File: src/rtl/bdc_pkg.sv
package bdc_pkg;

  // Pipeline sizing
  localparam int MAX_COEFFS = 7;
  localparam int FRAC_BITS  = 16;
  localparam int NUM_PASSES = MAX_COEFFS - 1;
  localparam int PASS_W     = $clog2(MAX_COEFFS);

  // Field and register widths
  localparam int T_W        = 18;
  localparam int COEF_W     = 32;
  localparam int CNT_W      = 3;
  localparam int NUM_COEF_REGS = 7;
  localparam int CFG_IDX_W  = 3;
  localparam int CFG_DATA_W = 32;

  // Blend arithmetic: a + ((t * (b - a) + HALF) >>> FRAC_BITS)
  localparam int DIFF_W     = COEF_W + 1;
  localparam int PROD_W     = DIFF_W + T_W;
  localparam int ONE        = 1 << FRAC_BITS;
  localparam int HALF       = 1 << (FRAC_BITS - 1);

  // Register indexes of the configuration port
  typedef enum logic [CFG_IDX_W-1:0] {
    REG_COEFF_COUNT = 3'd0,
    REG_COEF_0      = 3'd1,
    REG_COEF_1      = 3'd2,
    REG_COEF_2      = 3'd3,
    REG_COEF_3      = 3'd4,
    REG_COEF_4      = 3'd5,
    REG_COEF_5      = 3'd6,
    REG_COEF_6      = 3'd7
  } cfg_reg_t;

  typedef struct packed {
    logic [CNT_W-1:0]                          coeff_count;
    logic [NUM_COEF_REGS-1:0][COEF_W-1:0]      coef;
  } cfg_t;

  // One item in flight through the reduction passes
  typedef struct packed {
    logic                                      err;
    logic [PASS_W-1:0]                         left;
    logic signed [T_W-1:0]                     t;
    logic [MAX_COEFFS-1:0][COEF_W-1:0]         w;
  } item_t;

endpackage

File: src/rtl/bdc_cfg.sv
module bdc_cfg (
  input  logic                               clk,
  input  logic                               rst,
  input  logic                               cfg_we,
  input  logic [bdc_pkg::CFG_IDX_W-1:0]      cfg_idx,
  input  logic [bdc_pkg::CFG_DATA_W-1:0]     cfg_data,
  output bdc_pkg::cfg_t                      cfg
);

  bdc_pkg::cfg_t regs;

  always_ff @(posedge clk) begin
    if (rst) begin
      regs.coeff_count <= bdc_pkg::CNT_W'(1);
      regs.coef        <= '0;
    end else if (cfg_we) begin
      case (bdc_pkg::cfg_reg_t'(cfg_idx))
        bdc_pkg::REG_COEFF_COUNT: regs.coeff_count <= cfg_data[bdc_pkg::CNT_W-1:0];
        bdc_pkg::REG_COEF_0:      regs.coef[0] <= cfg_data[bdc_pkg::COEF_W-1:0];
        bdc_pkg::REG_COEF_1:      regs.coef[1] <= cfg_data[bdc_pkg::COEF_W-1:0];
        bdc_pkg::REG_COEF_2:      regs.coef[2] <= cfg_data[bdc_pkg::COEF_W-1:0];
        bdc_pkg::REG_COEF_3:      regs.coef[3] <= cfg_data[bdc_pkg::COEF_W-1:0];
        bdc_pkg::REG_COEF_4:      regs.coef[4] <= cfg_data[bdc_pkg::COEF_W-1:0];
        bdc_pkg::REG_COEF_5:      regs.coef[5] <= cfg_data[bdc_pkg::COEF_W-1:0];
        bdc_pkg::REG_COEF_6:      regs.coef[6] <= cfg_data[bdc_pkg::COEF_W-1:0];
        default: ;
      endcase
    end
  end

  assign cfg = regs;

endmodule

File: config.mk
export PLATFORM = sky130hd
export DESIGN_NAME = bdc_cfg
export DESIGN_NICKNAME = d
export VERILOG_FILES = /design/src/rtl/bdc_pkg.sv /design/src/rtl/bdc_cfg.sv
export SDC_FILE = /design/constraint.sdc
export NUM_CORES = 1
export LEC_CHECK = 0
export BUFFER_PORTS_ARGS = -buffer_cell sky130_fd_sc_hd__buf_2
export CORE_ASPECT_RATIO = 0.8
export CORE_MARGIN = 5
export CORE_UTILIZATION = 46
export DETAILED_ROUTE_END_ITERATION = 8
export PLACE_DENSITY = 0.75
export SETUP_SLACK_MARGIN = 0.02
export SLEW_MARGIN = 40
export SYNTH_ARGS = -nofsm -noshare
export SYNTH_HDL_FRONTEND = slang
export SYNTH_SLANG_ARGS = --single-unit
File: constraint.sdc
create_clock -name clk -period 1.6 [get_ports clk]
set_input_delay 0.48 -clock clk [delete_from_list [all_inputs] [get_ports clk]]
set_output_delay 0.48 -clock clk [all_outputs]
set_load 0.05 [all_outputs]
==> results by group, run 1 <==
Timing
  • Slew Viols, Final: 0
  • Final cycle utilization of the critical path: 97.1%
  • RSZ-0062 raised after global routing: true
  • Final-report hold violation count: 0
  • Tmin final: 1550 ps
  • Endpoints failing setup: 0
  • Skew final: 0 ps
  • Slew Limit Headroom: 74.4%
  • WHS: 256 ps
  • Slew of the pin with the lowest slew margin: 384 ps
  • Max frequency: 0.644 GHz

Clock network
  • CTS H-tree lvls: 1
  • Cts bufs inserted: 22
  • Num Clock Sinks: 227
  • CTS Root Cell: clkbuf_16
  • CTS tree: yes
  • CTS Buffer Depth: 3
  • Clk Latency, worst-skew pair: 490 ps
  • Clk slew on worst S/H paths: 60 ps
  • Postcts setup bufs: 0
  • Hold buffers post-CTS: 0

Drt
  • Met2 wire length: 10.7 mm
  • Met3 routed WL: 2.14 mm
  • Met1 wire length: 10.5 mm
  • DRT antenna net count: 0
  • Vias per std cell: 4.90
  • DRT iter0 DRCs: 342
  • # DRC: 0
  • Via count: 6460
  • Detailed Routing Iterations Pass 1: 5
  • Top Metal Used: met4
  • Final WL: 23.8 mm
  • WL per Instance: 18.0 um

Synthesis
  • Mapped Cells: 784
  • Count of state elements after synthesis: 227
  • Post-synth EDFFs: 0
  • Netlist cell types: 14
  • Async S/R FF share, synth: 0%
  • Syn Nets: 822
  • Main synth FF type: dfxtp_1
  • Yosys synthesis warning count: 0
  • Mapped Avg Cell Area: 11.3 um2
  • Sequential fraction of the synthesis area: 51.5%
  • Post-Syn Area: 0.00883 mm2

Global route
  • Largest net degree at the start of global routing: 47
  • First-pass GRT wire length: 36.4 mm
  • Total grt overflow: 0
  • Vias in the first global route: 6534
  • Tot GR Track Use: 20.5%
  • Initial antenna violation count: 0

Critical path
  • Crit end category: output port
  • R2r setup slk: 930 ps
  • Worst Setup Start Kind: flop
  • Crit path cell chain: buf_4
  • Crit path DAT: 1070 ps
  • Kind of cell adding the most delay to the critical path: flip-flops
  • Crit path kind: reg -> out
  • Worst R2R End: cfg[1]
  • CP Buf/Inv Count: 1
  • CP max-delay cell: dfxtp_1
  • Crit path required time: 1120 ps
  • Largest fanout on the critical path: 2
  • R2R depth: 2
  • Worst r2r src: cfg[1]
  • Max stage delay on crit path: 370 ps

Worst hold path
  • Start point of the worst hold path: cfg_data[0]
  • Hold Path End: cfg[224]
  • Worst hold path type: in -> reg
  • Hold depth: 3

Floorplanning
  • Core region area: 0.0189 mm2
  • Die Height: 134 um
  • Ports: 265
  • Std-Cell Rows: 45
  • Starting Density: 46.7%
  • Die ar.: 0.0221 mm2
  • Die Wd: 165 um

Placed design
  • Inst Count DP: 1279
  • DP Area: 0.0106 mm2
  • DP Wirelength: 16.1 mm
  • Routability cong.: 0.785
  • Port buffer count: 264

Power and ir drop
  • Pwr Total: 12.5 mW
  • LEAKAGE: 6.16 nW
  • Power per cell area: 1030 mW/mm2
  • Peak VDD IR: 628 uV

Layout
  • Final Non-Filler Cells: 1319
  • Number of flip-flops in the largest register: 227
  • Layout Area Growth over Synthesis: 37.3%
  • Fin nets: 1083
  • Share of layout cells above drive strength 1: 32.0%
  • Non-Filler Cell Area, Final: 0.0121 mm2
  • Final core utilization: 64.0%
  • N_diodes: 0

Job
  • MaxCap Viol Count: 0

Status
  • Status: completed
## layout make-up
type | instances | area [um2]
clock buffer | 30 | 632
clock inverter | 10 | 108
fill | 1513 | 6800
multi-input combinational | 497 | 4020
sequential | 227 | 4550
tap | 258 | 323
timing repair buffer | 297 | 2490
## stage by stage
step                setup WS, ps  TNS [ps]
finish                      46.4         0
global route              -0.178    -0.178
CTS                         10.4         0
detailed placement         -24.1     -44.5
global placement           -2.63     -2.63
floorplan                    103         0
## metal layers
layer,global-route usage (%),vias to the layer above
met2,32.2,206
met3,6.21,32
met1,28.0,3116
li1,-,3106
met5,0,-
met4,4.57,0
## placed cells by master (no fill, tap or decap), types with 2 or more instances in the layout
master and instances:
buf_2 36, buf_4 192, clkinvlp_4 3, nor2_1 2
mux2i_1 227, nand2b_1 258, clkbuf_8 3, dfxtp_1 225
clkbuf_1 4, clkinv_2 5, clkbuf_16 23, buf_12 15
bufinv_16 2, clkbuf_4 11, nand4b_1 3, and4bb_2 2
buf_6 43, dfxtp_2 2
## power breakdown
group / internal [mW] / total, mW / switching (mW)
Clock: 3.10 / 5.26 / 2.16
Sequential: 5.78 / 5.86 / 0.0790
Combinational: 0.499 / 1.34 / 0.843
Total: 9.38 / 12.5 / 3.08
## how the worst max path moves through the flow
stage / to / start / cells past startpoint / slack (ps)
finish: cfg[207] / cfg[207] / 1 / 50
detailed placement: cfg[225] / cfg_idx[0] / 3 / -20
CTS: cfg[225] / cfg[225] / 1 / 10
floorplan: cfg[56] / cfg_idx[2] / 5 / 100
global placement: cfg[225] / cfg_idx[0] / 3 / -3
global route: cfg[131] / cfg[131] / 1 / -0.2
## timing repair
action | in CTS | in global routing
gates cloned | 0 | 0
resized for setup | 215 | 58
endpoints found under the setup margin | 215 | 55
hold endpoints to repair | 0 | 0
## cells in the mapped netlist, types with 2 or more instances
library cell / count / area share (%)
nand2b_1: 258 / 18
dfxtp_1: 227 / 51
mux2i_1: 227 / 26
clkbuf_1: 28 / 1.2
buf_2: 25 / 1.4
buf_4: 4 / 0.34
nand4b_1: 3 / 0.30
nand4bb_1: 3 / 0.38
and4bb_2: 2 / 0.28
buf_6: 2 / 0.26
nor2_1: 2 / 0.085
## tightest hold or removal path: stages
cell and delay (ps):
buf_2 90, nor2_1 40, mux2i_1 100
## kinds of logic (layout without fill, tap and decap cells)
family                 after synthesis  in the layout  synth area share [%]
buffers and inverters               60            337                  3.25
muxes                              227            227                  25.7
and+or+nand+nor                    270            270                  19.5
DFF                                227            227                  51.5
Note: power is estimated with default switching activity, not from simulation.
==> inputs of run 2 (changes only) <==
--- a/config.mk
+++ b/config.mk
@@ -6,11 +6,13 @@
 export NUM_CORES = 1
 export LEC_CHECK = 0
 export BUFFER_PORTS_ARGS = -buffer_cell sky130_fd_sc_hd__buf_2
+export CELL_PAD_IN_SITES_DETAIL_PLACEMENT = 1
+export CELL_PAD_IN_SITES_GLOBAL_PLACEMENT = 1
 export CORE_ASPECT_RATIO = 0.8
 export CORE_MARGIN = 5
-export CORE_UTILIZATION = 46
+export CORE_UTILIZATION = 36
 export DETAILED_ROUTE_END_ITERATION = 8
-export PLACE_DENSITY = 0.75
+export PLACE_DENSITY_LB_ADDON = 0.1
 export SETUP_SLACK_MARGIN = 0.02
 export SLEW_MARGIN = 40
 export SYNTH_ARGS = -nofsm -noshare
==> run 2 against run 1 <==
Effect of this change: sequential cell count unchanged; register-to-register slack about the same; cell count up 5.8%; via count up 0.29%; die area up 26%; setup slack worse by 19 ps; core utilization down 11 points; final area up 5.8%; first-iteration DRC count down 60%; non-clock buffer count up 11; critical path depth unchanged; largest cell class unchanged; highest routed layer unchanged.
==> results by group, run 2 (synthesized netlist as in run 1, its figures left out) <==
Layout
  • Fin nets: 1097
  • Layout Area Growth over Synthesis: 45.2%
  • Commonest non-fill, non-tap cell in the layout: nand2b_1
  • Share of layout cells above drive strength 1: 36.8%
  • Number of flip-flops in the largest register: 227
  • Most frequent cells in the layout: nand2b_1, mux2i_1, dfxtp_1, buf_6, buf_4
  • N_diodes: 0
  • Final Non-Filler Cells: 1395
  • Non-Filler Cell Area, Final: 0.0128 mm2

Critical path
  • Worst r2r src: cfg[115]
  • Largest fanout on the critical path: 2
  • Kind of cell adding the most delay to the critical path: flip-flops
  • Worst Setup Start Kind: flop
  • Crit path cell chain: buf_4
  • Crit path required time: 1120 ps
  • Max stage delay on crit path: 360 ps
  • CP max-delay cell: dfxtp_1
  • Crit path kind: reg -> out
  • CP Buf/Inv Count: 1
  • Crit end category: output port
  • CP startpoint: cfg[115]
  • Crit path DAT: 1090 ps

Timing
  • Final cycle utilization of the critical path: 98.3%
  • Slew Limit Headroom: 74.4%
  • Skew final: 0 ps
  • Slew Viols, Final: 0
  • WHS: 233 ps
  • Endpoints failing setup: 0
  • Fin Setup TNS: 0 ps
  • Max frequency: 0.636 GHz
  • Final-report hold violation count: 0
  • RSZ-0062 raised after global routing: false
  • Tmin final: 1570 ps
  • Slew of the pin with the lowest slew margin: 384 ps

Floorplanning
  • Die Wd: 185 um
  • Die ar.: 0.0278 mm2
  • Std-Cell Rows: 51
  • Core region area: 0.0242 mm2
  • Ports: 265
  • Die Height: 150 um
  • Starting Density: 36.4%

Drt
  • DRT iter0 DRCs: 138
  • Met1 wire length: 11.9 mm
  • Met2 wire length: 12.8 mm
  • DRT antenna net count: 0
  • Top Metal Used: met4
  • Via count: 6479
  • Vias per std cell: 4.64
  • Detailed Routing Iterations Pass 1: 4
  • # DRC: 0
  • Final WL: 27.1 mm
  • Met3 routed WL: 2.08 mm
  • WL per Instance: 19.4 um

Clock network
  • CTS Buffer Depth: 3
  • Post-cts sizing count: 279
  • Cts bufs inserted: 25
  • CTS H-tree lvls: 1
  • Clk slew on worst S/H paths: 60 ps
  • CTS tree: yes
  • Num Clock Sinks: 227
  • Clk Latency, worst-skew pair: 520 ps
  • Hold buffers post-CTS: 0
  • CTS Root Cell: clkbuf_16
  • Postcts setup bufs: 0

Placed design
  • Port buffer count: 264
  • Inst Count DP: 1350
  • DP Area: 0.0108 mm2
  • Routability cong.: 0.719
  • DP Wirelength: 18.8 mm

Global route
  • First-pass GRT wire length: 40.6 mm
  • Initial antenna violation count: 0
  • Tot GR Track Use: 18.5%
  • Total grt overflow: 0
  • Largest net degree at the start of global routing: 49
  • Vias in the first global route: 6862

Job
  • MaxCap Viol Count: 0

Worst hold path
  • Worst hold path type: in -> reg
  • Start point of the worst hold path: cfg_data[0]

Power and ir drop
  • LEAKAGE: 6.36 nW
  • Peak VDD IR: 634 uV
  • Power per cell area: 1000 mW/mm2

Status
  • Status: completed
==> run 2: cell count changes in the layout (fill, tap and decap cells not counted) <==
| cell | before | now |
|---|---|---|
| buf_4 | 192 | 105 |
| clkbuf_1 | 4 | 6 |
| clkbuf_16 | 23 | 25 |
| bufinv_16 | 2 | 0 |
| clkbuf_4 | 11 | 0 |
| dfxtp_2 | 2 | 45 |
| clkbuf_8 | 3 | 8 |
| buf_12 | 15 | 18 |
| clkinvlp_4 | 3 | 0 |
| inv_6 | 0 | 1 |
| dfxtp_1 | 225 | 182 |
| buf_6 | 43 | 149 |
==> run 2: worst paths after layout <==
check,to,depth (start not counted),slack [ps]
max,cfg[115],1,30
min,cfg[224],3,230
max reg2reg,cfg[115],2,920
min reg2reg,cfg[52],2,470
==> run 2: per-layer routing <==
metal / track usage (%) / up-vias
met5: 0 / -
met4: 3.04 / 0
met3: 6.34 / 24
met2: 30.9 / 156
met1: 23.6 / 3166
li1: - / 3133
==> run 2: final cells by class <==
class                           count  area, um2
Fill cell                        2565      11400
Timing Repair Buffer              308       3010
Clock inverter                      6       33.8
Clock buffer                       39        758
Sequential cell                   227       4600
Multi-Input combinational cell    497       4020
Tap cell                          318        398
==> run 2: worst reg2reg max path, stage by stage (launching register included) <==
cell      delay [ps]
dfxtp_1          360
nand2b_1          70
mux2i_1          170
==> run 2: power by group <==
part	switching, mW	total, mW	internal (mW)	leakage (nW)
Combinational	0.863	1.42	0.561	4.11
Sequential	0.0863	5.87	5.78	1.86
Clock	2.34	5.58	3.24	0.397
==> run 2: per-stage QoR <==
step | setup WS (ps) | utilization (%) | total power [mW]
2_1_floorplan | 103 | - | 6.85
3_3_place_gp | 51.8 | 44.7 | 7.27
3_5_place_dp | 21.5 | 44.7 | 7.28
4_1_cts | 3.51 | 51.1 | 13.0
5_1_grt | 9.17 | 52.8 | 13.4
6_report | 27.6 | 52.8 | 12.9
